==> src/sv/pfd_pkg.sv <==
// Shared types, constants and saturation helpers for the filtered-derivative PID block.
// No dependencies; every other file imports this package.
package pfd_pkg;

	localparam int FRAC_BITS_DEF = 16;
	localparam int DATA_W        = 32;
	localparam int CFG_IDX_W     = 8;
	localparam int MUL_W         = DATA_W + 1;
	localparam int PROD_W        = 2 * MUL_W;
	localparam int SAT_W         = PROD_W + 2;

	typedef enum logic [CFG_IDX_W-1:0] {
		REG_PROP_GAIN   = 8'd0,
		REG_INTEG_GAIN  = 8'd1,
		REG_DERIV_GAIN  = 8'd2,
		REG_INTEG_LOW   = 8'd3,
		REG_INTEG_HIGH  = 8'd4,
		REG_DRIVE_LOW   = 8'd5,
		REG_DRIVE_HIGH  = 8'd6,
		REG_CUTOFF_RATE = 8'd7
	} cfg_reg_t;

	typedef struct packed {
		logic signed [DATA_W-1:0] prop_gain;
		logic signed [DATA_W-1:0] integ_gain;
		logic signed [DATA_W-1:0] deriv_gain;
		logic signed [DATA_W-1:0] integ_low;
		logic signed [DATA_W-1:0] integ_high;
		logic signed [DATA_W-1:0] drive_low;
		logic signed [DATA_W-1:0] drive_high;
		logic        [DATA_W-2:0] cutoff_rate;
	} cfg_t;

	typedef struct packed {
		logic busy;
		logic done;
	} div_stat_t;

	// Saturate a wide signed value to the signed 32-bit range.
	function automatic logic signed [DATA_W-1:0] sat32(input logic signed [SAT_W-1:0] v);
		logic [SAT_W-DATA_W:0] top;
		top = v[SAT_W-1:DATA_W-1];
		if ((&top) || !(|top)) begin
			return v[DATA_W-1:0];
		end
		return v[SAT_W-1] ? {1'b1, {(DATA_W-1){1'b0}}} : {1'b0, {(DATA_W-1){1'b1}}};
	endfunction

	// Apply the high limit first, then the low limit, so a crossed pair yields low.
	function automatic logic signed [DATA_W-1:0] clamp32(input logic signed [DATA_W-1:0] v,
			input logic signed [DATA_W-1:0] lo, input logic signed [DATA_W-1:0] hi);
		logic signed [DATA_W-1:0] r;
		r = (v > hi) ? hi : v;
		r = (r < lo) ? lo : r;
		return r;
	endfunction

endpackage

==> src/sv/pfd_mul.sv <==
// Shared registered 33x33 signed multiplier.
// Depends on pfd_pkg for widths.
module pfd_mul import pfd_pkg::*; (
	input  logic                     clk,
	input  logic signed [MUL_W-1:0]  a,
	input  logic signed [MUL_W-1:0]  b,
	output logic signed [PROD_W-1:0] prod
);

	logic signed [PROD_W-1:0] prod_q;

	// Register the product; the sequencer reads it in the cycle after issue
	always_ff @(posedge clk) begin
		prod_q <= a * b;
	end

	assign prod = prod_q;

endmodule

==> config.mk <==
export PLATFORM = sky130hd
export DESIGN_NAME = pfd_mul
export DESIGN_NICKNAME = d
export VERILOG_FILES = /design/src/sv/pfd_pkg.sv /design/src/sv/pfd_mul.sv
export SDC_FILE = /design/constraint.sdc
export NUM_CORES = 2
export LEC_CHECK = 0
export BUFFER_PORTS_ARGS = -buffer_cell sky130_fd_sc_hd__buf_4
export CORE_UTILIZATION = 55
export CTS_CLUSTER_SIZE = 14
export DETAILED_ROUTE_END_ITERATION = 7
export GPL_TIMING_DRIVEN = 1
export PLACE_DENSITY_LB_ADDON = 0.05
export SYNTH_ARGS = -nofsm -noshare
export SYNTH_HDL_FRONTEND = slang
export SYNTH_SLANG_ARGS = --single-unit
==> constraint.sdc <==
create_clock -name clk -period 17.6 [get_ports clk]
set_clock_uncertainty 0.1 [all_clocks]
set_input_delay 0.88 -clock clk [delete_from_list [all_inputs] [get_ports clk]]
set_output_delay 0.88 -clock clk [all_outputs]
set_load 0.005 [all_outputs]
* Word-level counts from Yosys, hierarchy flattened
Cells that the tools add are included.
Operators by class: $add $sub $neg 0, multipliers 1, div/mod/pow operators 0, order comparisons 0, equality and inequality tests 0, shifts and indexed selects 0, mux-type cells 0, bitwise operators 0, reduce and logical (&&, ||, !) cells 0
Operators with widths (number):
- $mul 33x33->66 | 1
Word-level totals: register bits after elaboration 66, bits in latches 0, RAM bits 0, ROM bits 0, input bits 67, output and inout bits 66, logic and storage cells 2, memories 0

* Longest topological paths before layout
depth in word-level cells 1, gate-level depth with buffers 27, depth with buffers taken out 26

* Least setup slack after synthesis
OpenSTA, ideal clock, no wires.
path kind input to register, start point input port a[32], end point register prod_q[62] (netlist: prod[62]), setup time 79 ps, data arrival time 8037 ps, data required time 17421 ps, setup slack 9384 ps, cell stages on the path 23, buffers on the path 2, path through clkbuf_1 nand2_1 inv_1 fa_1 fa_1 fa_1 fa_1 fa_1 fa_1 fa_1 inv_1 fa_1 inv_1 ha_1 clkbuf_1 and3_1 nand3_1 nand2b_1 a2111oi_4 a211oi_4 a21o_2 a21o_1 a211oi_2
Between the ends: word-level cells in the longest chain between the ends 1
RTL lines:
- start: declaration | line pfd_mul.sv:5 | input logic signed [MUL_W-1:0] a,
- $mul 33x33->66 | line pfd_mul.sv:14 | prod_q <= a * b;
- end signal: assignment | line pfd_mul.sv:14
- end: declaration | line pfd_mul.sv:10 | logic signed [PROD_W-1:0] prod_q;
No other way between the ends.

* Worst setup path in the final report
Same ends and word-level chain as after synthesis.

==> results.md <==
- Remaining antenna violation count after routing: 0
- Hold Vio Cnt, Final: 0
- WL final: ~110000 um
- TritonCTS clock tree: yes
- Vias in the first global route: approximately 30k
- Number of buffers created by CTS: 9
- Core Footprint: roughly 73000 um2
- Fill cell count: approximately 6.7k
- Gate Count Post-Synth: between 4k and 5k
- Placer Congestion: roughly 0.91
- Final net count: roughly 5.7k
- Min cycle time layout: 8.52 ns
- HP Class: input port to flip-flop
- Mapped Area: between 40000 and 50000 um2
- Per-cell routed wire length: roughly 21 um
- Setup violations, final: 0
- Ys async rst share: 0
- Status: complete, but fails checks
- N_diodes: 0
- H-tree depth: 3
- Max FFs per register: 66
- CP Launch Type: input port
- Crit path max fanout: 33
- Tot GR Track Use: 0.307
- Worst EP arrival: 8.70 ns
- First-pass GRT wire length: 173000 um
- Max-cap violations: 0
- Clock transition at path regs: roughly 0.060 ns
- PortBufs: about 130
- Post-synth EDFFs: 0
- Initial DRC count: about 1.6k
- Most frequent cells in the layout: fa_1 (1145), inv_1 (1131), and2_1 (562)
- Ports: ~130
- RSZ-0062 raised after global routing: no
- Most common cell after layout, fill and taps aside: fa_1
- Failing checks: design-rule violations
- Share of cells above drive strength 1: 0.0438
- WS Path Type: input port to flip-flop
- Rows: between 90 and 100
- DR vias: 28.5k
- Primary FF master, synth: dfxtp_1
- Area of the multi-input gates: approximately 34000 um2
- Final Max Slew Viols: 0
- Pin count of the biggest net entering global routing: 34
- Hold Buf Count CTS: 0
- Post-synth net total: slightly below 6k
- Sequential fraction of the synthesis area: 0.0324
- Grt total ovfl: 0
- Synth Area per Inst: about 9.4 um2
- DRC: 11
- DIE HEIGHT: ~270 um
- Bufs on Longest Clock Path: 2
- Post-CTS sizing: 0
- YS warnings: 0
- Slew @ Worst Pin: 1.07 ns
- Initial antenna violation count: 2
- FF/Latch Area: about 1300 um2
- Register bit total from synthesis: 66
- CP required: around 18 ns
- Max_slew headroom: 0.285
- Synth cell types: 80
- Hpwl dp: ~90000 um
- Final period util: 0.484
- Die area: 75200 um2
- Maximum clock rate: about 0.12 GHz
- Crit end category: flip-flop
- CTS root buf: clkbuf_16
- Drt pass-1 iters: 8
- Clock sinks: 66
- Initial Utilization: 0.557
- Die X: 274 um
- Via density per instance: 5.45
- Setup bufs post-CTS: 0
- Area growth, synth to finish: 4.01%
- Setup TNS: 0 ns
==> final timing paths <==
kind / startpoint / to / depth (start not counted)
max: a[32] / prod[62] / 22
min: b[0] / prod[0] / 2
==> per-stage QoR <==
stage | setup WS, ns | area [um2] | cells | hold WS [ns] | util
detailed placement | 8.71 | 42100 | 5210 | 1.16 | 0.576
finish | 9.08 | 42400 | 5226 | 0.883 | 0.580
floorplan | 9.38 | 40700 | 4338 | 0.907 | -
CTS | 9.07 | 42400 | 5226 | 0.878 | 0.580
global placement | 8.78 | 42100 | 5210 | 1.16 | 0.576
global route | 8.58 | 42400 | 5226 | 0.892 | 0.580
==> critical path, cell delays in order <==
cell and delay (ns):
buf_4 0.37, nand2_1 0.16, inv_1 0.16, fa_1 0.49, fa_1 0.62, fa_1 0.66
fa_1 1.25, fa_1 0.58, fa_1 0.51, fa_1 0.49, inv_1 0.05, fa_1 0.48
inv_1 0.04, ha_1 0.42, and3_1 0.19, nand3_1 0.10, nand2b_1 0.24, a2111oi_4 0.34
a211oi_4 0.09, a21o_2 0.25, a21o_1 0.16, a211oi_2 0.15
==> final cells by class <==
class,instances,share of cell area
well taps,959,0.0283
flip-flops and latches,66,0.0312
multi-input cells,2920,0.810
clock buffers,10,0.00564
repair buffers,134,0.0237
clock inverters,6,0.000975
inverters,1131,0.100
==> cells in the mapped netlist (3+ instances only) <==
library cell,count,area share
a211o_1,6,0.0013
a211oi_1,7,0.0013
a211oi_2,3,0.00092
a21o_1,36,0.0066
a21oi_1,57,0.0070
a21oi_2,3,0.00065
a31oi_1,8,0.0012
and2_1,562,0.086
and3_1,5,0.00077
and4_1,5,0.0011
buf_2,11,0.0014
clkbuf_1,208,0.019
dfxtp_1,66,0.032
fa_1,1145,0.56
ha_1,217,0.067
inv_1,1131,0.10
nand2_1,551,0.051
nand2b_1,12,0.0018
nand3_1,25,0.0031
nand4_1,11,0.0017
nor2_1,68,0.0063
nor2b_1,5,0.00077
nor3_1,7,0.00086
o211ai_1,4,0.00074
o21a_1,6,0.0011
o21ai_0,25,0.0031
o21ai_1,6,0.00074
o21bai_1,11,0.0020
o31ai_4,3,0.0016
or2_2,3,0.00046
or3_1,3,0.00046
xnor2_1,43,0.0092
xor2_1,25,0.0054
==> cells by family (layout without fill, tap and decap cells) <==
family                   count (synthesis)  count (layout)  share of synthesized area
AND/OR/NAND/NOR                       1271            1271                      0.158
XOR/XNOR                                68              68                     0.0146
flip-flops                              66              66                     0.0324
adder cells (fa/ha/maj)               1362            1362                      0.629
buffers and inverters                 1352            1281                      0.125
AO/OA/AOI/OAI                          219             219                     0.0407
==> per-layer routing <==
metal  vias up  GRT usage  part of all wire
met5         -          0           0.00029
met1     15200      0.377              0.37
met4         4      0.157             0.061
li1      12200          -                 -
met3       236     0.0352             0.050
met2       887      0.535              0.52
Power is not shown: default switching activity piles up to over one toggle a cycle in this logic, so the estimate is an artifact.
