$ cat src/sv/pfd_pkg.sv
// Shared types, constants and saturation helpers for the filtered-derivative PID block.
// No dependencies; every other file imports this package.
package pfd_pkg;

	localparam int FRAC_BITS_DEF = 16;
	localparam int DATA_W        = 32;
	localparam int CFG_IDX_W     = 8;
	localparam int MUL_W         = DATA_W + 1;
	localparam int PROD_W        = 2 * MUL_W;
	localparam int SAT_W         = PROD_W + 2;

	typedef enum logic [CFG_IDX_W-1:0] {
		REG_PROP_GAIN   = 8'd0,
		REG_INTEG_GAIN  = 8'd1,
		REG_DERIV_GAIN  = 8'd2,
		REG_INTEG_LOW   = 8'd3,
		REG_INTEG_HIGH  = 8'd4,
		REG_DRIVE_LOW   = 8'd5,
		REG_DRIVE_HIGH  = 8'd6,
		REG_CUTOFF_RATE = 8'd7
	} cfg_reg_t;

	typedef struct packed {
		logic signed [DATA_W-1:0] prop_gain;
		logic signed [DATA_W-1:0] integ_gain;
		logic signed [DATA_W-1:0] deriv_gain;
		logic signed [DATA_W-1:0] integ_low;
		logic signed [DATA_W-1:0] integ_high;
		logic signed [DATA_W-1:0] drive_low;
		logic signed [DATA_W-1:0] drive_high;
		logic        [DATA_W-2:0] cutoff_rate;
	} cfg_t;

	typedef struct packed {
		logic busy;
		logic done;
	} div_stat_t;

	// Saturate a wide signed value to the signed 32-bit range.
	function automatic logic signed [DATA_W-1:0] sat32(input logic signed [SAT_W-1:0] v);
		logic [SAT_W-DATA_W:0] top;
		top = v[SAT_W-1:DATA_W-1];
		if ((&top) || !(|top)) begin
			return v[DATA_W-1:0];
		end
		return v[SAT_W-1] ? {1'b1, {(DATA_W-1){1'b0}}} : {1'b0, {(DATA_W-1){1'b1}}};
	endfunction

	// Apply the high limit first, then the low limit, so a crossed pair yields low.
	function automatic logic signed [DATA_W-1:0] clamp32(input logic signed [DATA_W-1:0] v,
			input logic signed [DATA_W-1:0] lo, input logic signed [DATA_W-1:0] hi);
		logic signed [DATA_W-1:0] r;
		r = (v > hi) ? hi : v;
		r = (r < lo) ? lo : r;
		return r;
	endfunction

endpackage

$ cat src/sv/pfd_if.sv


interface pfd_cfg_if import pfd_pkg::*; ();
	logic                 valid;
	logic                 ready;
	logic [CFG_IDX_W-1:0] index;
	logic [DATA_W-1:0]    data;
	modport source (output valid, index, data, input ready);
	modport sink (input valid, index, data, output ready);
endinterface

$ cat src/sv/pfd_cfg.sv
// Configuration register file: gains, clamps and filter cutoff.
// Depends on pfd_pkg and pfd_cfg_if.
module pfd_cfg import pfd_pkg::*; (
	input  logic       clk,
	input  logic       arst_n,
	pfd_cfg_if.sink    cfg_ch,
	output cfg_t       cfg
);

	cfg_t regs_q;

	assign cfg_ch.ready = 1'b1;
	assign cfg           = regs_q;

	// Write the addressed register; drop writes to unknown indexes
	always_ff @(posedge clk or negedge arst_n) begin
		if (!arst_n) begin
			regs_q.prop_gain   <= '0;
			regs_q.integ_gain  <= '0;
			regs_q.deriv_gain  <= '0;
			regs_q.integ_low   <= {1'b1, {(DATA_W-1){1'b0}}};
			regs_q.integ_high  <= {1'b0, {(DATA_W-1){1'b1}}};
			regs_q.drive_low   <= {1'b1, {(DATA_W-1){1'b0}}};
			regs_q.drive_high  <= {1'b0, {(DATA_W-1){1'b1}}};
			regs_q.cutoff_rate <= '0;
		end else if (cfg_ch.valid) begin
			case (cfg_ch.index)
				REG_PROP_GAIN:   regs_q.prop_gain   <= cfg_ch.data;
				REG_INTEG_GAIN:  regs_q.integ_gain  <= cfg_ch.data;
				REG_DERIV_GAIN:  regs_q.deriv_gain  <= cfg_ch.data;
				REG_INTEG_LOW:   regs_q.integ_low   <= cfg_ch.data;
				REG_INTEG_HIGH:  regs_q.integ_high  <= cfg_ch.data;
				REG_DRIVE_LOW:   regs_q.drive_low   <= cfg_ch.data;
				REG_DRIVE_HIGH:  regs_q.drive_high  <= cfg_ch.data;
				REG_CUTOFF_RATE: regs_q.cutoff_rate <= cfg_ch.data[DATA_W-2:0];
				default: ;
			endcase
		end
	end

endmodule

$ cat src/flat_wrapper.sv
// flat-port wrapper written by rule: the top's interface ports become plain ports
module pfd_cfg_flat import pfd_pkg::*;
  (clk, arst_n, cfg, cfg_ch_valid, cfg_ch_index, cfg_ch_data, cfg_ch_ready);
  pfd_cfg_if cfg_ch_i ();
  input  logic clk;
  input  logic arst_n;
  output cfg_t cfg;
  input wire logic [$bits(cfg_ch_i.valid)-1:0] cfg_ch_valid;
  input wire logic [$bits(cfg_ch_i.index)-1:0] cfg_ch_index;
  input wire logic [$bits(cfg_ch_i.data)-1:0] cfg_ch_data;
  output wire logic [$bits(cfg_ch_i.ready)-1:0] cfg_ch_ready;
  assign cfg_ch_i.valid = cfg_ch_valid;
  assign cfg_ch_i.index = cfg_ch_index;
  assign cfg_ch_i.data = cfg_ch_data;
  assign cfg_ch_ready = cfg_ch_i.ready;
  pfd_cfg u_core (.clk(clk), .arst_n(arst_n), .cfg_ch(cfg_ch_i), .cfg(cfg));
endmodule
$ cat config.mk
export PLATFORM = sky130hd
export DESIGN_NAME = pfd_cfg_flat
export DESIGN_NICKNAME = d
export VERILOG_FILES = /design/src/sv/pfd_pkg.sv /design/src/sv/pfd_if.sv /design/src/sv/pfd_cfg.sv /design/src/flat_wrapper.sv
export SDC_FILE = /design/constraint.sdc
export NUM_CORES = 1
export LEC_CHECK = 0
export BUFFER_PORTS_ARGS = -buffer_cell sky130_fd_sc_hd__buf_4
export CAP_MARGIN = 25
export CORE_ASPECT_RATIO = 0.5
export CORE_MARGIN = 2
export CORE_UTILIZATION = 45
export DETAILED_ROUTE_END_ITERATION = 8
export GPL_TIMING_DRIVEN = 0
export PLACE_DENSITY = 0.74
export SETUP_SLACK_MARGIN = 0.3
export SLEW_MARGIN = 20
export SYNTH_ARGS = -nofsm -noshare
export SYNTH_HDL_FRONTEND = slang
export SYNTH_SLANG_ARGS = --single-unit
$ cat constraint.sdc
create_clock -name clk -period 0.95 [get_ports clk]
set_clock_uncertainty 0.2 [all_clocks]
set_input_delay 0.0475 -clock clk [delete_from_list [all_inputs] [get_ports clk]]
set_output_delay 0.0475 -clock clk [all_outputs]
set_load 0.02 [all_outputs]
* After elaboration in Yosys (flattened, before gate mapping)
Index checks and enable logic that the tools add are counted.
** Storage, ports and cells
- Output and inout bits :: 256
- Register bits :: 255
- Word-level logic and storage cells :: 24
- Input port bits :: 43
** Operators by class
- Reductions and logical operators :: 9
- Equal/unequal tests :: 7
** Operators with widths (count)
- $eq 8x3->1 const B :: 4
- $eq 8x2->1 const B :: 2
- $reduce_and 2->1 :: 8
- $eq 8x1->1 const B :: 1
- $logic_not 8->1 :: 1

* Longest topological paths before layout
Gate-level depths: netlist of run 1.
- Word-level depth :: 2
- Mapped depth :: 5

* Worst setup path after synthesis of run 1
No wires, ideal clock.
- Kind :: input to register
- From :: in cfg_ch_index[5]
- To :: reg u_core.regs_q, in the netlist u_core.cfg[160]
- Arrival :: 1.655 ns
- Stages :: 5
- Data required time :: 0.625 ns
- Setup time :: 0.125 ns
- Setup slack :: -1.030 ns
- Cell sequence :: or4_4 -> or4_1 -> buf_2 -> buf_6 -> mux2_4
** Between the ends
- Word-level cells in the longest chain between the ends :: 2
** RTL lines
- start, declared :: line flat_wrapper.sv:9 : input wire logic [$bits(cfg_ch_i.index)-1:0] cfg_ch_index;
- $eq 8x2->1 :: line pfd_cfg.sv:27 : case (cfg_ch.index)
- $reduce_and 2->1 (no source line)
- end, declared :: line pfd_cfg.sv:10 : cfg_t regs_q;
No other way between the ends.
A chain may end at the register's enable or synchronous reset.

* Worst setup path in the final report of run 1
- From :: in cfg_ch_index[6]
- To :: reg u_core.regs_q, in the netlist u_core.cfg[171]
Same word-level chain as after synthesis.

==> summary.md, run 1 <==
| Metric | Value |
|---|---|
| Status | `finished, violations left` |
| Failing checks | `hold timing, setup timing` |
| Hold Vio Cnt, Final | `457` |
| Initial core utilization | `46.6%` |
| Leakage dissipation | `8.23 nW` |
| Startpoint Class | `primary input` |
| GRT Total Usage | `25.0%` |
| Clock latency on the worst-skew pair | `530 ps` |
| Synthesized flop and latch total | `255` |
| Worst path arrival time | `1890 ps` |
| WL/cell | `25.9 um` |
| CTS tree | `yes` |
| Most common cell after layout, fill and taps aside | `buf_6` |
| Final nets | `1046` |
| Area grow syn2layout | `69.0%` |
| Clock Path Buffers | `3` |
| Worst reg2reg path endpoint | `u_core.cfg[220]$_DFFE_PN0P_` |
| Worst-path clk slew | `80 ps` |
| Row Count | `37` |
| Final GP Congestion | `0.774` |
| Syn nets | `596` |
| Largest net degree at the start of global routing | `107` |
| Max Fclk | `597 MHz` |
| Met1 usage | `32.0%` |
| Library cells used by synthesis | `24` |
| Area of the mapped netlist | `0.00970 mm2` |
| TritonCTS Buffers | `24` |
| Hold WC Path Type | `in -> async` |
| Global routing met2 resource utilization | `42.3%` |
| Area of the core | `0.0208 mm2` |
| Routed via count | `6903` |
| Syn. warnings | `0` |
| Max FFs per register | `255` |
| Post-route cell area | `0.0164 mm2` |
| TritonRoute pass-1 iters | `4` |
| Routed Antenna Nets | `0` |
| Critical path class | `in -> reg` |
| Yosys top cell by area | `dfrtp_1` |
| Max_cap viols | `0` |
| Full die area | `0.0228 mm2` |
| CP required | `1170 ps` |
| Slew HR | `66.0%` |
| Fin crit share | `176%` |
| I/O pin count | `299` |
| # port buffers | `296` |
| Post-layout util | `78.7%` |
| PD cells | `1580 mW/mm2` |
| R2R Setup Slk | `-290 ps` |
| Maximum VDD drop | `0.00120 V` |
| FILL cells | `1052` |
| Initial detailed-routing violation count | `460` |
| Initial antenna violation count | `0` |
| Synth top area cells | `dfrtp_1, mux2_2, dfstp_2` |
| Vias in the first global route | `7031` |
| Reg-to-Reg Start | `u_core.cfg[220]$_DFFE_PN0P_` |
| Post-Syn Area per Cell | `17.5 um2` |
| Sequential area share after synthesis | `66.6%` |
| Cell count after synthesis | `553` |
| DRC viols | `0` |
| H-tree levels | `1` |
| Post-synth top area share | `49.3%` |
| DPL Wire Length | `17600 um` |
| Met3 usage | `4.90%` |
| DIE WIDTH | `212 um` |
| Post-Route WL | `33500 um` |
| Layout cells sized above 1 | `85.9%` |
| Commonest cells after routing, fill and taps aside | `buf_6, mux2_2, dfrtp_1` |
| Setup violators final | `510` |
| Gr busiest metal | `met2` |
| Antenna Cells | `0` |
| Worst-path fanout max | `8` |
| Period minus WS final | `1680 ps` |
| Global route overflow | `0` |
| Vias/cell | `5.33` |
| Clk root buf | `clkbuf_16` |
| Final worst setup slack | `-725 ps` |
| Dpl cell area | `0.0126 mm2` |
| Least-Margin Pin Slew | `510 ps` |
| Type of destination of the critical path | `register` |
| First-pass GRT wire length | `42800 um` |
| Hold Slack | `-739 ps` |
| RSZ-0062 raised after global routing | `true` |
| Die Ht | `108 um` |
| Slew Viols, Final | `0` |
| R2R cell count | `3` |
| Clock Sinks | `255` |
-- cell type report --
cell class              instances  area [um2]  area share [%]
repair buffers                424        4680            28.5
well taps                     273         342            2.08
inverters                       1        3.75          0.0229
clock inverters                 6         105           0.641
plain buffers                  27         507            3.09
clock buffers                  38         734            4.48
multi-input cells             270        3490            21.3
flip-flops and latches        255        6540            39.9
-- per-stage QoR --
stage / cells / hold WS [ps] / TNS (ps) / total power, mW / setup slack [ps]
after floorplan: 553 / -448 / -176830 / 13.1 / -1030
after global routing: 1294 / -721 / -239800 / 26.7 / -714
final: 1294 / -739 / -229170 / 25.9 / -725
after CTS: 1235 / -742 / -213750 / 25.4 / -717
after global placement: 1122 / 138 / -818990 / 14.6 / -2510
after detailed placement: 1124 / -186 / -313380 / 14.7 / -1560
-- cells by family after synthesis --
family                 after synthesis  share of synthesized area, %
buffers and inverters               28                          1.48
flip-flops                         255                          66.6
multiplexers                       255                          30.8
other                                1                        0.0387
AND/OR/NAND/NOR                     14                          1.10
-- worst max path at each step --
stage / from / end / slack (ps) / cells after the start
detailed placement: cfg_ch_index[5] / u_core.cfg[146]$_DFFE_PN0P_ / -1560 / 5
global placement: arst_n / u_core.cfg[128]$_DFFE_PN0P_ / -2510 / 1
floorplan: cfg_ch_index[5] / u_core.cfg[160]$_DFFE_PN0P_ / -1030 / 5
CTS: cfg_ch_index[6] / u_core.cfg[185]$_DFFE_PN0P_ / -720 / 6
finish: cfg_ch_index[6] / u_core.cfg[171]$_DFFE_PN0P_ / -730 / 6
global route: cfg_ch_index[6] / u_core.cfg[171]$_DFFE_PN0P_ / -710 / 6
-- where the power goes --
group | switching (mW) | leakage (nW) | total, mW | internal [mW]
clock | 4.28 | 0.414 | 10.4 | 6.12
combinational | 1.66 | 4.62 | 3.52 | 1.86
sequential | 0.430 | 3.19 | 11.9 | 11.5
-- worst max-delay path: stages --
cell and delay (ps):
buf_8 100, or4_4 570, or4_4 530, buf_12 190
buf_16 150, mux2_4 310
-- synthesized netlist by cell type --
| master | instances |
|---|---|
| buf_2 | 10 |
| buf_4 | 1 |
| buf_6 | 3 |
| clkbuf_1 | 13 |
| conb_1 | 1 |
| dfrtp_1 | 191 |
| dfstp_2 | 64 |
| inv_1 | 1 |
| mux2_1 | 1 |
| mux2_2 | 224 |
| mux2_4 | 30 |
| nand2_1 | 1 |
| nand3_1 | 1 |
| nand3b_1 | 1 |
| nand4_1 | 2 |
| nand4b_1 | 1 |
| nor2_1 | 1 |
| nor3_1 | 1 |
| nor3b_1 | 1 |
| nor4_1 | 1 |
| nor4_2 | 1 |
| nor4b_2 | 1 |
| or4_1 | 1 |
| or4_4 | 1 |
-- layer usage --
metal	wire, um	share of wire, %
met2	16300	49
met4	1260	3.8
met3	1870	5.6
met1	14000	42
met5	0	0
-- repair_timing --
| action | in CTS | in global routing |
|---|---|---|
| buffers inserted | 59 | 46 |
| cloned | 8 | 13 |
| setup endpoints to repair | 510 | 597 |
| hold endpoints to repair | 457 | 457 |
| gates resized for setup | 295 | 151 |
| pin swaps | 9 | 4 |
No activity file was read; power rests on OpenSTA's default activity.
==> run 2: changes to the inputs <==
Settings changed: CORE_UTILIZATION 45 to 46, PLACE_DENSITY 0.74 to 0.76.
==> run 2 against run 1 <==
The run still ends with hold timing, setup timing left. Register-to-register slack got worse by 20 ps. Final area increased by 1.1%. Die area decreased by 2.1%. Non-clock buffer count increased by 32. Combinational power increased by 3%. Critical endpoint is now u_core.cfg[174]$_DFFE_PN0P_. Sequential power about the same. Global-route usage increased by 4.4 points. Clock power decreased by 9%.
==> summary.md, run 2 (synthesis results as in run 1) <==
| Metric | Value |
|---|---|
| Status | `finished, violations left` |
| Failing checks | `hold timing, setup timing` |
| Clock Power Share | `37.9% (-2.3 points)` |
| I/O pin count | `299 (unchanged)` |
| Flop pwr share | `47.7% (+1.5 points)` |
| Comb power frac | `14.5% (+0.9 points)` |
| Worst-path fanout max | `8 (unchanged)` |
| Slew Viols, Final | `0 (unchanged)` |
| Row Count | `37 (unchanged)` |
| Largest net degree at the start of global routing | `52 (-51%)` |
| GRT Total Usage | `29.4% (+4.4 points)` |
| Setup violators final | `510 (unchanged)` |
| Clock Path Buffers | `3 (unchanged)` |
| Max_cap viols | `0 (unchanged)` |
| Global route overflow | `0 (unchanged)` |
| Max Fclk | `574 MHz (-3.9%)` |
| Initial core utilization | `47.1% (+0.52 points)` |
| DIE WIDTH | `209 um (-1.1%)` |
| WL/cell | `27.4 um (+6.0%)` |
| Hold Vio Cnt, Final | `489 (+7.0%)` |
| Delay of the slowest cell on the worst path | `590 ps (+20 ps)` |
| FILL cells | `962 (-8.6%)` |
| Die Ht | `107 um (-1.0%)` |
| Full die area | `0.0223 mm2 (-2.1%)` |
| DPL Wire Length | `17200 um (-2.4%)` |
| Routed via count | `7171 (+3.9%)` |
| Commonest cells after routing, fill and taps aside | `buf_6, mux2_2, buf_4` |
| Pint | `18.7 mW (-4.2%)` |
| TritonRoute pass-1 iters | `4 (unchanged)` |
| Area grow syn2layout | `70.9%` |
| Clk root buf | `clkbuf_16` |
| RSZ-0062 raised after global routing | `true` |
| Vias/cell | `5.42 (+1.6%)` |
| Most common cell after layout, fill and taps aside | `buf_6` |
| Layout cells sized above 1 | `86.2% (+0.29 points)` |
| Worst-path clk slew | `70 ps (about the same)` |
| Psw | `6.38 mW (+0.11%)` |
| Clock Sinks | `255 (unchanged)` |
| H-tree levels | `1 (unchanged)` |
| CP max stage cell | `or4_4` |
| CP required | `1120 ps (-50 ps)` |
| Final nets | `1077 (+3.0%)` |
| Max FFs per register | `255 (unchanged)` |
| Hold Slack | `-801 ps (-62.1 ps)` |
| PD cells | `1510 mW/mm2 (-4.2%)` |
| Antenna Cells | `0 (unchanged)` |
| Final worst setup slack | `-793 ps (-67.4 ps)` |
| Post-Route WL | `36300 um (+8.3%)` |
| Clock latency on the worst-skew pair | `510 ps (-20 ps)` |
| First-pass GRT wire length | `49100 um (+15%)` |
| Hold WC Path Type | `in -> async` |
| Final Total Pwr | `25.1 mW (-3.1%)` |
| Fin crit share | `183% (+7.1 points)` |
| Critical path class | `in -> reg` |
| Area of the core | `0.0206 mm2 (-1.1%)` |
| Post-Place Cells | `1124 (unchanged)` |
| Switching share of total power | `25.5% (+0.82 points)` |
| Most frequent CP cell | `or4_4` |
| Initial detailed-routing violation count | `425 (-7.6%)` |
| Period minus WS final | `1740 ps (+67.4 ps)` |
| Setup TNS | `-266920 ps (-37750 ps)` |
| Dpl ws | `-1570 ps (-9.05 ps)` |
| Crit-path cells | `buf_8, or4_4, or4_4, buf_12, clkbuf_16, mux2_4` |
| Worst path arrival time | `1920 ps (+30 ps)` |
| TritonCTS Buffers | `23 (-4.2%)` |
| Startpoint Class | `primary input` |
| CTS tree | `yes` |
| Type of destination of the critical path | `register` |
| Leakage dissipation | `8.39 nW (+2.0%)` |
| Initial antenna violation count | `0 (unchanged)` |
| Post-Layout Cell Count | `1323 (+2.2%)` |
| Final GP Congestion | `0.790 (+2.1%)` |
| DRC viols | `0 (unchanged)` |
| Routed Antenna Nets | `0 (unchanged)` |
| # port buffers | `296 (unchanged)` |
| Maximum VDD drop | `0.00122 V (+1.5%)` |
| Vias in the first global route | `7302 (+3.9%)` |
## run 2: cell types whose count changed in the layout (fill, tap and decap cells not counted)
| cell | previous run | this run |
|---|---|---|
| buf_12 | 23 | 17 |
| buf_16 | 6 | 9 |
| buf_4 | 119 | 138 |
| buf_6 | 278 | 287 |
| bufbuf_16 | 0 | 2 |
| bufinv_16 | 3 | 2 |
| clkbuf_16 | 42 | 45 |
| clkbuf_8 | 6 | 3 |
| clkinv_2 | 3 | 6 |
| mux2_1 | 0 | 1 |
| mux2_2 | 138 | 165 |
| mux2_4 | 117 | 89 |
## run 2: per-layer routing
layer / vias to the layer above / GRT usage, % / share of wire [%]
li1: 2944 / - / -
met1: 3818 / 39.7 / 43
met2: 315 / 49.1 / 48
met3: 94 / 4.77 / 5.2
met4: 0 / 9.69 / 3.6
met5: - / 0 / 0
## run 2: power groups by stage
| stage | combinational [mW] | clock [mW] | sequential [mW] |
|---|---|---|---|
| 2_1_floorplan | 0.536 | 0 | 12.6 |
| 3_3_place_gp | 2.63 | 0 | 11.9 |
| 3_5_place_dp | 2.72 | 0 | 12.0 |
| 4_1_cts | 3.33 | 9.38 | 11.9 |
| 5_1_grt | 3.78 | 10.1 | 12.0 |
| 6_report | 3.63 | 9.49 | 11.9 |
## run 2: what timing repair did
item / CTS / global route
setup endpoints to repair: 606 / 511
cloned: 20 / 5
resized for setup: 380 / 46
endpoints found under the hold margin: 489 / 489
setup buffers: 69 / 64
pin swaps: 4 / 3
## run 2: worst max-delay path: cells and delay by family
kind,cells,cell delay [ps]
buffers and inverters,3,440
multiplexers,1,300
AND/OR/NAND/NOR,2,1110
## run 2: cell type report
type | instances | area (um2) | area share, %
sequential | 255 | 6540 | 39.4
clock buffer | 33 | 643 | 3.88
clock inverter | 8 | 90.1 | 0.543
buffer | 27 | 562 | 3.39
tap | 273 | 342 | 2.06
inverter | 1 | 3.75 | 0.0226
multi-input combinational | 270 | 3380 | 20.4
timing repair buffer | 456 | 5020 | 30.3
## run 2: worst paths after layout
kind	to	start	depth (start not counted)	slack, ps
worst max register to register	u_core.cfg[189]$_DFFE_PN0P_	u_core.cfg[189]$_DFFE_PN0P_	3	-310
worst max-delay path	u_core.cfg[174]$_DFFE_PN0P_	cfg_ch_index[6]	6	-790
min in group clk	u_core.cfg[62]$_DFFE_PN0P_	cfg_ch_data[31]	2	-360
max in group asynchronous	u_core.cfg[106]$_DFFE_PN1P_	arst_n	3	470
worst min-delay path	u_core.cfg[16]$_DFFE_PN0P_	arst_n	1	-800
worst min register to register	u_core.cfg[229]$_DFFE_PN0P_	u_core.cfg[229]$_DFFE_PN0P_	1	330
## run 2: stage by stage
stage	util, %	area [um2]
final	80.5	16600
after global routing	80.5	16600
after CTS	76.9	15800
after detailed placement	60.9	12600
after global placement	60.6	12500
after floorplan	-	9930
