[src/sv/pfd_pkg.sv]
// Shared types, constants and saturation helpers for the filtered-derivative PID block.
// No dependencies; every other file imports this package.
package pfd_pkg;

	localparam int FRAC_BITS_DEF = 16;
	localparam int DATA_W        = 32;
	localparam int CFG_IDX_W     = 8;
	localparam int MUL_W         = DATA_W + 1;
	localparam int PROD_W        = 2 * MUL_W;
	localparam int SAT_W         = PROD_W + 2;

	typedef enum logic [CFG_IDX_W-1:0] {
		REG_PROP_GAIN   = 8'd0,
		REG_INTEG_GAIN  = 8'd1,
		REG_DERIV_GAIN  = 8'd2,
		REG_INTEG_LOW   = 8'd3,
		REG_INTEG_HIGH  = 8'd4,
		REG_DRIVE_LOW   = 8'd5,
		REG_DRIVE_HIGH  = 8'd6,
		REG_CUTOFF_RATE = 8'd7
	} cfg_reg_t;

	typedef struct packed {
		logic signed [DATA_W-1:0] prop_gain;
		logic signed [DATA_W-1:0] integ_gain;
		logic signed [DATA_W-1:0] deriv_gain;
		logic signed [DATA_W-1:0] integ_low;
		logic signed [DATA_W-1:0] integ_high;
		logic signed [DATA_W-1:0] drive_low;
		logic signed [DATA_W-1:0] drive_high;
		logic        [DATA_W-2:0] cutoff_rate;
	} cfg_t;

	typedef struct packed {
		logic busy;
		logic done;
	} div_stat_t;

	// Saturate a wide signed value to the signed 32-bit range.
	function automatic logic signed [DATA_W-1:0] sat32(input logic signed [SAT_W-1:0] v);
		logic [SAT_W-DATA_W:0] top;
		top = v[SAT_W-1:DATA_W-1];
		if ((&top) || !(|top)) begin
			return v[DATA_W-1:0];
		end
		return v[SAT_W-1] ? {1'b1, {(DATA_W-1){1'b0}}} : {1'b0, {(DATA_W-1){1'b1}}};
	endfunction

	// Apply the high limit first, then the low limit, so a crossed pair yields low.
	function automatic logic signed [DATA_W-1:0] clamp32(input logic signed [DATA_W-1:0] v,
			input logic signed [DATA_W-1:0] lo, input logic signed [DATA_W-1:0] hi);
		logic signed [DATA_W-1:0] r;
		r = (v > hi) ? hi : v;
		r = (r < lo) ? lo : r;
		return r;
	endfunction

endpackage

[src/sv/pfd_div.sv]
// Shared restoring divider, one quotient bit per cycle, unsigned operands.
// Depends on pfd_pkg for widths and the status struct.
module pfd_div import pfd_pkg::*; #(
	parameter int DW = DATA_W + 1 + FRAC_BITS_DEF
) (
	input  logic              clk,
	input  logic              arst_n,
	input  logic              start,
	input  logic [DW-1:0]     dividend,
	input  logic [DATA_W-1:0] divisor,
	output logic [DW-1:0]     quotient,
	output div_stat_t         stat
);

	localparam int CW = $clog2(DW + 1);

	logic [DATA_W-1:0] rem_q;
	logic [DW-1:0]     quo_q;
	logic [DATA_W-1:0] dvs_q;
	logic [CW-1:0]     cnt_q;
	logic              busy_q;
	logic              done_q;
	logic [DATA_W:0]   trial;
	logic [DATA_W:0]   diff;
	logic              ge;

	// Trial subtract of the shifted remainder
	assign trial = {rem_q, quo_q[DW-1]};
	assign ge    = trial >= {1'b0, dvs_q};
	assign diff  = trial - {1'b0, dvs_q};

	// Sequence the iterations
	always_ff @(posedge clk or negedge arst_n) begin
		if (!arst_n) begin
			busy_q <= 1'b0;
			done_q <= 1'b0;
			cnt_q  <= '0;
		end else begin
			done_q <= busy_q && (cnt_q == CW'(1));
			if (start && !busy_q) begin
				busy_q <= 1'b1;
				cnt_q  <= CW'(DW);
			end else if (busy_q) begin
				cnt_q <= cnt_q - 1'b1;
				if (cnt_q == CW'(1)) begin
					busy_q <= 1'b0;
				end
			end
		end
	end

	// Shift in one quotient bit per cycle
	always_ff @(posedge clk) begin
		if (start && !busy_q) begin
			rem_q <= '0;
			quo_q <= dividend;
			dvs_q <= divisor;
		end else if (busy_q) begin
			rem_q <= ge ? diff[DATA_W-1:0] : trial[DATA_W-1:0];
			quo_q <= {quo_q[DW-2:0], ge};
		end
	end

	assign quotient  = quo_q;
	assign stat.busy = busy_q;
	assign stat.done = done_q;

endmodule

[config.mk]
export PLATFORM = sky130hd
export DESIGN_NAME = pfd_div
export DESIGN_NICKNAME = d
export VERILOG_FILES = /design/src/sv/pfd_pkg.sv /design/src/sv/pfd_div.sv
export SDC_FILE = /design/constraint.sdc
export NUM_CORES = 1
export LEC_CHECK = 0
export BUFFER_PORTS_ARGS = -buffer_cell sky130_fd_sc_hd__buf_2
export CAP_MARGIN = 20
export CORE_MARGIN = 5
export CORE_UTILIZATION = 40
export DETAILED_ROUTE_END_ITERATION = 8
export PLACE_DENSITY_LB_ADDON = 0.08
export SLEW_MARGIN = 20
export SYNTH_ARGS = -nofsm -noshare
export SYNTH_HDL_FRONTEND = slang
export SYNTH_SLANG_ARGS = --single-unit
[constraint.sdc]
create_clock -name clk -period 4.8 [get_ports clk]
set_input_delay 0.96 -clock clk [delete_from_list [all_inputs] [get_ports clk]]
set_output_delay 0.96 -clock clk [all_outputs]
set_load 0.02 [all_outputs]
* After elaboration in Yosys (flattened, before gate mapping)
Cells that the tools add are included.
Widths: inputs -> output; s select.
** Storage, ports and cells
- Flip-flop bits (word level) :: 121
- Output and inout bits :: 51
- Word-level logic and storage cells :: 22
** Cells by class
- Equal/unequal tests :: 1
- Mux-type cells :: 8
- Magnitude comparators :: 1
- Reductions and logical operators :: 4
- Add/sub/neg operators :: 2
** Operators with widths (number)
- $mux 49 :: 2
- $ge 33x32->1 :: 1
- $mux 32 :: 1
- $sub 32x32->32 :: 1
- $mux 6 :: 2
- $eq 6x1->1 const B :: 1
- $sub 6x1->6 const B :: 1
- $mux 1 :: 3
- $logic_and 1x1->1 :: 2
- $reduce_bool 2->1 :: 1
- $logic_not 1->1 :: 1

* Logic depth before layout (Yosys ltp)
Gate-level depths: netlist of run 1.
- Depth in word-level cells :: 4
- Gate-level depth with buffers :: 14
- Mapped depth without buffers :: 12

* Worst setup path after synthesis of run 1
No wires, ideal clock.
- Path kind :: input -> register
- Start :: input port start
- End :: register quo_q[40] (netlist: quotient[40]) (data pin)
- Arrival time :: 2.841 ns
- Stages on the path :: 4
- Path slack :: 1.697 ns
- Buffers on the path :: 1
- Path through :: inv_1 > nor2_1 > clkbuf_1 > mux2_2
** Between the ends
- Word-level cells in the longest chain between the ends :: 2
** RTL lines
- from (decl) :: RTL line pfd_div.sv:8 : input logic start,
- $logic_and 1x1->1 :: RTL line pfd_div.sv:54 : if (start && !busy_q) begin
- $mux 49 :: RTL line pfd_div.sv:54
- to (signal assigned) :: RTL line pfd_div.sv:56 : quo_q <= dividend;
- to (signal assigned) :: RTL line pfd_div.sv:60 : quo_q <= {quo_q[DW-2:0], ge};
- to (decl) :: RTL line pfd_div.sv:18 : logic [DW-1:0] quo_q;
Every way passes these cells.
A chain may end at the register's enable or synchronous reset.

* Worst setup path in the final report of run 1
- Start :: register dvs_q[10]
- End :: register rem_q[30]
** Between the ends
- Word-level cells in the longest chain between the ends :: 2
** RTL lines
- from (decl) :: RTL line pfd_div.sv:19 : logic [DATA_W-1:0] dvs_q;
- from (signal assigned) :: RTL line pfd_div.sv:57 : dvs_q <= divisor;
- $sub 32x32->32 or $ge 33x32->1 (tied branches) :: RTL line pfd_div.sv:30, pfd_div.sv:29
- $mux 32 * :: RTL line pfd_div.sv:59 : rem_q <= ge ? diff[DATA_W-1:0] : trial[DATA_W-1:0];
- to (signal assigned) :: RTL line pfd_div.sv:59
- to (decl) :: RTL line pfd_div.sv:17 : logic [DATA_W-1:0] rem_q;
Mark *: on every way between the ends. The rest lies on a longest branch, timed or not.

==> impl_metrics.ini, run 1 <==
[outcome]
status = finished clean

[sta]
max_clock_freq_mhz = 317
rsz0062_at_grt = no
fin_crit_ns = 3.16
finalHoldViolCount = 0
finalMaxSlewViolations = 0
tightest_slew_ns = 0.668
skew_ns = 0.0125
fin_setup_tns_ns = 0
slew-limit-headroom_pct = 55.4
fin_crit_sh_pct = 65.8
setup_viol = 0

[worst_setup_path]
rr_endpoint = rem_q[30]
path_class = reg2reg
cp_max_fo = 6
path_cells = inv_1, ha_1, nand3_1, nor3_1, a21bo_2, a211oi_2, o22ai_1, o21ai_1, a311oi_1, or4b_1, nand3_1
crit_slowest_cell = or4b_1
crit_path_max_incr_delay_ns = 0.48
arrival_ns = 3.52
critPathTopFamily = compound AO/OA/AOI/OAI gates
crit_path_end_kind = flip-flop
r2r_slack_ns = 1.64
crit_required_ns = 5.16
cp_num_buf_inv = 1
cpMostUsedCell = nand3_1
worstSetupStartpointType = flip-flop
reg2reg_depth = 11
r2r_start = dvs_q[10]

[place]
placed_cells = 914
routabilityCongestion = 0.811
io_buffers = 134
place_area_sq_um = 7490
hpwl_um = 10900

[clocking]
post_cts_buffers = 0
clk_pin_slew_ns = 0.06
clockRootBuffer = clkbuf_16
htreeDepth = 4
cts_buffer_depth = 2
ctsResizeCount = 0
cts_hold_buf = 0
cts_made_buffers = 17
cts_sinks = 121
clock_latency_ns = 0.42
cts_tree = yes

[finish]
fin_cells = 946
finalNetCount = 832
antennaDiodeCount = 0
utilization_pct = 49.3
layout-drive-gt1-share_pct = 32.6
syn_to_final_growth_pct = 22.1
final_common_cell = buf_2
fillers = 1557
multiInputGateArea_sq_um = 3060
final_cell_mix = buf_2 (134), edfxtp_1 (81), mux2_2 (48)
regArea_sq_um = 3270
final_cell_area_sq_um = 8090

[detailed_routing]
drc = 0
routed_wl_um = 15400
dr.pass1.iters = 4
viasPerCell = 5.16
wl_met2_um = 7630
drt.antenna.violating_nets = 0
wl_met3_um = 652
drt-wirelength-per-cell_um = 16.3
drt_iter0_drc = 267
vias = 4886
routed.top_layer = met5
wl_met1_um = 6940

[power_and_ir_drop]
p_clk_share_pct = 21.8
switching_share_pct = 37.6
seqPwrFrac_pct = 31.4
power.total_mw = 5.99
leakagePower_nw = 3.50
switchingPower_mw = 2.25
intPower_mw = 3.73
power_density_nw_per_um2 = 740
power_frac_comb_pct = 46.9
ir_drop_mv = 0.344

[global_routing]
grt_pass1_wl_um = 25000
grt_pass1_vias = 4941
grt.overflow.total = 0
grt_use_total_pct = 16.1
grt_max_degree = 64
antenna_found_initial = 1

[floorplanning]
die_height_um = 139
ios = 135
dieArea_sq_um = 19200
fp.coreArea_sq_um = 16400
start_util_pct = 40.4
die_w_um = 139
rows = 47

[hold_path]
hold_path.class = in2async

[yosys]
synth_area_sq_um = 6630
synth_warnings = 0
synth_area_leader_cell = edfxtp_1
ys_seq_area_share_pct = 49.4
synth_ff_type = edfxtp_1
synth_top_area_share_pct = 36.7
ys_seq_elements = 121
synthDistinctLibCells = 59
async_flop_share_pct = 6.61
synth_edf_count = 81
netlist_top_cells_area = edfxtp_1 (37%), dfxtp_1 (9.7%), mux2_2 (8.2%)
syn_nets = 702
syn_inst = 583
syn_avg_cell_area_sq_um = 11.4

[flow_run]
drv_cap = 0
[registers in the layout, summed over array words and instances (netlist names)]
signal / cells
done_q: 1
cnt_q: 6
quotient: 49
dvs_q: 32
busy_q: 1
rem_q: 32
[power by group through the flow]
stage | combinational (mW) | clock, mW | sequential [mW]
2_1_floorplan | 1.95 | 0 | 2.11
3_3_place_gp | 2.79 | 0 | 1.88
3_5_place_dp | 2.82 | 0 | 1.89
4_1_cts | 2.83 | 1.33 | 1.88
5_1_grt | 3.10 | 1.38 | 1.93
6_report | 2.80 | 1.30 | 1.88
[layout make-up]
type / count / area share, %
Multi-Input combinational cell: 389 / 37.8
Inverter: 46 / 2.13
Tap cell: 220 / 3.40
Timing Repair Buffer: 138 / 8.82
Clock inverter: 15 / 2.15
Clock buffer: 17 / 5.26
Sequential cell: 121 / 40.5
[stage by stage]
| stage | hold slack (ns) | worst slack (ns) |
|---|---|---|
| after detailed placement | 0.466 | 1.62 |
| after global routing | 0.369 | 1.38 |
| final | 0.368 | 1.64 |
| after global placement | 0.458 | 1.70 |
| after CTS | 0.363 | 1.65 |
| after floorplan | 0.443 | 1.70 |
[how the worst max path moves through the flow]
stage | from | endpoint | slack [ns] | cells after the start
floorplan | start | quotient[40] | 1.70 | 4
CTS | dvs_q[4] | rem_q[24] | 1.65 | 11
finish | dvs_q[10] | rem_q[30] | 1.64 | 11
global placement | dvs_q[1] | rem_q[2] | 1.70 | 11
global route | dvs_q[18] | rem_q[16] | 1.38 | 10
detailed placement | start | quotient[32] | 1.62 | 5
[kinds of logic (layout without fill, tap and decap cells)]
group,count (synthesis),after routing,synth area share [%]
flip-flops,121,121,49.4
AO/OA/AOI/OAI,132,132,13.5
buffers and inverters,73,216,4.64
AND/OR/NAND/NOR,120,120,9.25
multiplexers,73,73,12.7
adder cells (fa/ha/maj),35,35,6.72
XOR/XNOR,29,29,3.83
[Yosys cell counts, drive strengths merged (3+ instances only)]
cell type,number
nor2,22
a32oi,8
mux2,60
dfrtp,8
o21ai,25
inv,46
clkbuf,18
nand3,19
edfxtp,81
xnor2,15
nand2,32
a31oi,10
buf,9
a21oi,34
a311oi,3
a22o,12
nor2b,4
xor2,14
nor3,13
mux2i,13
o22ai,3
a21o,14
dfxtp,32
a211oi,4
ha,34
o21a,3
and3,6
nand2b,12
[metal layers]
metal  vias to the layer above  GRT usage, %
li1                       2422             -
met1                      2355          20.4
met2                        94          26.3
met3                        13          4.83
met4                         2          5.82
met5                         -             0
No activity file was read; power rests on OpenSTA's default activity.
==> run 2, diff against run 1 <==
- ABC_AREA: unset -> 1
- clock period: 4.8 -> 2.7 ns (I/O delays scaled with it)
==> impl_metrics.ini, run 2 <==
[worst_setup_path]
worstSetupStartpointType = flip-flop
cp_num_buf_inv = 4
rr_endpoint = rem_q[25]
r2r_slack_ns = 0.32
cp_max_fo = 33
path_class = reg2reg
crit_path_end_kind = flip-flop
path_cells = inv_1, ha_1, nand2_1, nand2_1, inv_1, nand2_1, nand2_1, nand2_1, nand2_1, nand2_1, nor2_4, buf_4, nand3_1, nand2_1, inv_1, nand2_1, nand2_1
crit_path_max_incr_delay_ns = 0.42
crit_slowest_cell = buf_4
critPathTopFamily = simple AND/OR/NAND/NOR gates
cpMostUsedCell = nand2_1
arrival_ns = 2.69
reg2reg_depth = 17
crit_required_ns = 3.01
r2r_start = dvs_q[20]

[power_and_ir_drop]
power_density_nw_per_um2 = 1260
seqPwrFrac_pct = 29.2
power.total_mw = 11.5
leakagePower_nw = 4.91
power_frac_comb_pct = 51.0
switchingPower_mw = 5.14
switching_share_pct = 44.7
ir_drop_mv = 0.602
p_clk_share_pct = 19.8
intPower_mw = 6.35

[yosys]
synth_top_family_by_area = simple AND/OR/NAND/NOR gates
synthDistinctLibCells = 37
async_flop_share_pct = 6.61
synth.most_common_cell = nand2_1
synth_edf_count = 81
synth_top_area_share_pct = 31.9
syn_nets = 1186
synth_ff_type = edfxtp_1
synthTopCellsByCount = nand2_1 (459), inv_1 (184), edfxtp_1 (81)
synthMuxAreaShare_pct = 0
synth_area_sq_um = 7620
syn_inst = 1067
synthSimpleGateAreaFrac_pct = 34.9
synth_adder_area_share_pct = 5.85
synth-compound-area-share_pct = 3.47
ys_seq_area_share_pct = 43.0
syn_avg_cell_area_sq_um = 7.14
ys_seq_elements = 121
netlist_top_cells_area = edfxtp_1 (32%), nand2_1 (23%), inv_1 (9.1%)
synth_xor_area_share_pct = 1.61
synth_warnings = 0
synth_area_leader_cell = edfxtp_1

[sta]
setup_viol = 0
fin_crit_sh_pct = 88.1
finalHoldViolCount = 0
postLayoutSetupSlackWorst_ns = 0.320
skew_ns = 0.0129
finalMaxSlewViolations = 0
tightest_slew_ns = 0.947
fin_setup_tns_ns = 0
max_clock_freq_mhz = 420
rsz0062_at_grt = no
slew-limit-headroom_pct = 36.8
fin_crit_ns = 2.38

[hold_path]
worstHoldPathCells = 1
worstHoldStart = divisor[13]
holdPathEnd = dvs_q[13]
hold_path.class = in2reg

[finish]
largest_reg_flops = 49
final_cell_mix = nand2_1 (459), inv_1 (183), buf_2 (134)
finalNetCount = 1321
antennaDiodeCount = 0
layout-drive-gt1-share_pct = 15.8
syn_to_final_growth_pct = 19.4
final_common_cell = nand2_1
final_cell_area_sq_um = 9090

[place]
routabilityCongestion = 0.914
preCtsSetupSlack_ns = 0.342
hpwl_um = 14600
io_buffers = 134
place_area_sq_um = 8510

[global_routing]
grt_pass1_wl_um = 32900
grt.overflow.total = 0
grt_pass1_vias = 6727
grt_use_total_pct = 18.7
grt_max_degree = 83
antenna_found_initial = 0

[detailed_routing]
drt.antenna.violating_nets = 0
vias = 6759
drc = 0
dr.pass1.iters = 5
routed_wl_um = 20100
drt-wirelength-per-cell_um = 13.8
drt_iter0_drc = 342
viasPerCell = 4.66

[clocking]
cts_sinks = 121
cts_buffer_depth = 2
clock_latency_ns = 0.43
ctsResizeCount = 0
cts_tree = yes
clockRootBuffer = clkbuf_16
htreeDepth = 4
clk_pin_slew_ns = 0.07
cts_made_buffers = 17

[floorplanning]
start_util_pct = 40.7
die_height_um = 148
dieArea_sq_um = 21900
die_w_um = 148
fp.coreArea_sq_um = 18700
ios = 135
rows = 50

[outcome]
status = finished clean

[flow_run]
drv_cap = 0
run 2: changes by cell type after synthesis, moves of 14 or more:
| cell | delta |
|---|---|
| inv_1 | +138 |
| nand3_1 | +62 |
| nor2_1 | +24 |
| nand2_1 | +427 |
| a21oi_1 | -15 |
| mux2_2 | -48 |
| a21o_1 | -14 |
run 2: repair_timing:
item	in CTS	in global routing
endpoints found under the hold margin	8	0
setup buffers	0	0
hold buffers	1	0
run 2: cell type report:
| type | instances | area (sq um) |
|---|---|---|
| clock buffer | 19 | 433 |
| tap | 234 | 293 |
| inverter | 185 | 694 |
| timing repair buffer | 144 | 761 |
| clock inverter | 13 | 143 |
| sequential | 121 | 3270 |
| multi-input combinational | 733 | 3500 |
| fill | 1927 | 9610 |
run 2: per-stage QoR:
stage | hold slack, ns | utilization (%) | std cells
6_report | 0.285 | 48.6 | 1449
4_1_cts | 0.266 | 48.6 | 1449
2_1_floorplan | 0.244 | - | 1067
5_1_grt | 0.270 | 48.6 | 1449
3_5_place_dp | 0.398 | 45.5 | 1416
3_3_place_gp | 0.399 | 45.5 | 1416
run 2: kinds of logic after synthesis:
group                    Yosys count
flip-flops                       121
buffers and inverters            213
AO/OA/AOI/OAI                     49
XOR/XNOR                          14
adder cells (fa/ha/maj)           35
AND/OR/NAND/NOR                  635
run 2: power by group through the flow:
stage                     registers [mW]  clock network, mW  logic (mW)
after global routing                3.46               2.41        6.73
after CTS                           3.36               2.33        5.91
after global placement              3.39                  0        5.85
after floorplan                     3.79                  0        3.96
after detailed placement            3.36                  0        5.90
final                               3.36               2.27        5.86
run 2: per-layer routing:
layer  part of all wire, %  global-route usage, %  up-vias
li1                      -                      -     3583
met1                    48                   24.2     2991
met2                    44                   29.4      157
met3                   6.3                   6.47       28
met4                   2.0                   6.00        0
met5                     0                      0        -
run 2: how the worst max path moves through the flow:
stage	start	to	slack [ns]	cells past startpoint
6_report	dvs_q[20]	rem_q[25]	0.32	17
5_1_grt	dvs_q[28]	rem_q[25]	0.06	13
2_1_floorplan	start	quotient[0]	0.01	3
4_1_cts	dvs_q[24]	rem_q[6]	0.33	13
3_3_place_gp	dvs_q[24]	rem_q[25]	0.35	13
3_5_place_dp	dvs_q[8]	rem_q[1]	0.34	13
==> run 3, diff against run 2 <==
- CORE_ASPECT_RATIO: unset -> 1.5
==> impl_metrics.ini, run 3 (synthesized netlist as in run 2, its figures left out) <==
[outcome]
status = finished clean

[sta]
fin_crit_ns = 2.38
tightest_slew_ns = 0.677
finalMaxSlewViolations = 0
setup_viol = 0
max_clock_freq_mhz = 421
rsz0062_at_grt = no
slew-limit-headroom_pct = 54.8
finalHoldViolCount = 0
postLayoutSetupSlackWorst_ns = 0.323
whs_ns = 0.286
fin_setup_tns_ns = 0
skew_ns = 0.0146
fin_crit_sh_pct = 88.0

[worst_setup_path]
critPathTopFamily = simple AND/OR/NAND/NOR gates
cp_max_fo = 33
path_cells = inv_1, ha_1, nand2_1, inv_1, nand2_1, nand2_1, inv_1, nand3_2, nand2_1, nand2_1, nand2_2, buf_4, nand3_1, nand2_1, inv_1, nand2_1, nand2_1
cpMostUsedCell = nand2_1
arrival_ns = 2.70
crit_required_ns = 3.02
crit_path_max_incr_delay_ns = 0.39
path_class = reg2reg
worstSetupStartpointType = flip-flop
r2r_start = dvs_q[7]
crit_path_end_kind = flip-flop
cp_num_buf_inv = 5
crit_slowest_cell = buf_4
reg2reg_depth = 17
worstSetupPathDepth = 17
r2r_slack_ns = 0.32
rr_endpoint = rem_q[25]

[hold_path]
worstHoldPathCells = 1
hold_path.class = in2reg
worstHoldStart = divisor[31]
holdPathEnd = dvs_q[31]

[global_routing]
grt_pass1_wl_um = 33700
grt_use_total_pct = 19.8
grt.overflow.total = 0
antenna_found_initial = 0
grt_pass1_vias = 6934
grt_max_degree = 64

[detailed_routing]
vias = 6864
drt_iter0_drc = 327
viasPerCell = 4.66
dr.pass1.iters = 5
drc = 0
drt-wirelength-per-cell_um = 14.2
drt.antenna.violating_nets = 0
routed_wl_um = 20900

[place]
routabilityCongestion = 0.971
hpwl_um = 16300
preCtsSetupSlack_ns = 0.308
io_buffers = 134

[power_and_ir_drop]
switching_share_pct = 45.6
ir_drop_mv = 0.513
seqPwrFrac_pct = 29.1
power_frac_comb_pct = 52.3
leakagePower_nw = 4.92
power_density_nw_per_um2 = 1260
power.total_mw = 11.5
switchingPower_mw = 5.26
p_clk_share_pct = 18.7
intPower_mw = 6.28

[floorplanning]
start_util_pct = 40.9
fp.coreArea_sq_um = 18600
dieArea_sq_um = 22000
die_w_um = 123
die_height_um = 179
ios = 135
rows = 61

[clocking]
clock_latency_ns = 0.43
cts_made_buffers = 17
cts_buffer_depth = 2
htreeDepth = 4
clockRootBuffer = clkbuf_16
ctsResizeCount = 0
clk_pin_slew_ns = 0.06
cts_hold_buf = 1
cts_tree = yes
cts_sinks = 121
post_cts_buffers = 0

[finish]
finalNetCount = 1328
final_cell_mix = nand2_1 (459), inv_1 (183), buf_2 (134)
syn_to_final_growth_pct = 20.3
final_common_cell = nand2_1
antennaDiodeCount = 0
layout-drive-gt1-share_pct = 16.4
largest_reg_flops = 49

[flow_run]
drv_cap = 0
-- run 3: per-stage QoR --
stage,util (%),std cells,instance area [sq um]
after floorplan,-,1067,7620
after global placement,46.2,1441,8610
after detailed placement,46.2,1441,8610
after CTS,49.2,1474,9160
after global routing,49.2,1474,9160
final,49.2,1474,9160
-- run 3: worst max-delay path by stage --
stage | start | end | slack [ns]
3_3_place_gp | dvs_q[8] | rem_q[31] | 0.36
6_report | dvs_q[7] | rem_q[25] | 0.32
2_1_floorplan | start | quotient[0] | 0.01
5_1_grt | dvs_q[7] | rem_q[25] | 0.08
3_5_place_dp | dvs_q[8] | rem_q[25] | 0.31
4_1_cts | dvs_q[8] | rem_q[25] | 0.30
-- run 3: layout make-up --
| class | count | area, sq um |
|---|---|---|
| Clock buffer | 18 | 429 |
| Clock inverter | 14 | 114 |
| Multi-Input combinational cell | 733 | 3500 |
| Inverter | 185 | 694 |
| Sequential cell | 121 | 3270 |
| Tap cell | 252 | 315 |
| Timing Repair Buffer | 151 | 838 |
| Fill cell | 2038 | 9460 |
-- run 3: routing by layer --
layer  vias up  GRT usage [%]  wire length [um]
li1       3597              -                 -
met1      3044           22.0              8430
met2       187           35.4             10500
met3        36           5.05              1230
met4         0           8.55               689
met5         -              0                 0
-- run 3: power groups by stage --
stage / Clock (mW) / Sequential, mW / Combinational, mW
5_1_grt: 2.29 / 3.45 / 6.87
4_1_cts: 2.21 / 3.36 / 6.12
3_3_place_gp: 0 / 3.38 / 6.03
6_report: 2.15 / 3.35 / 6.03
2_1_floorplan: 0 / 3.79 / 3.96
3_5_place_dp: 0 / 3.36 / 6.11
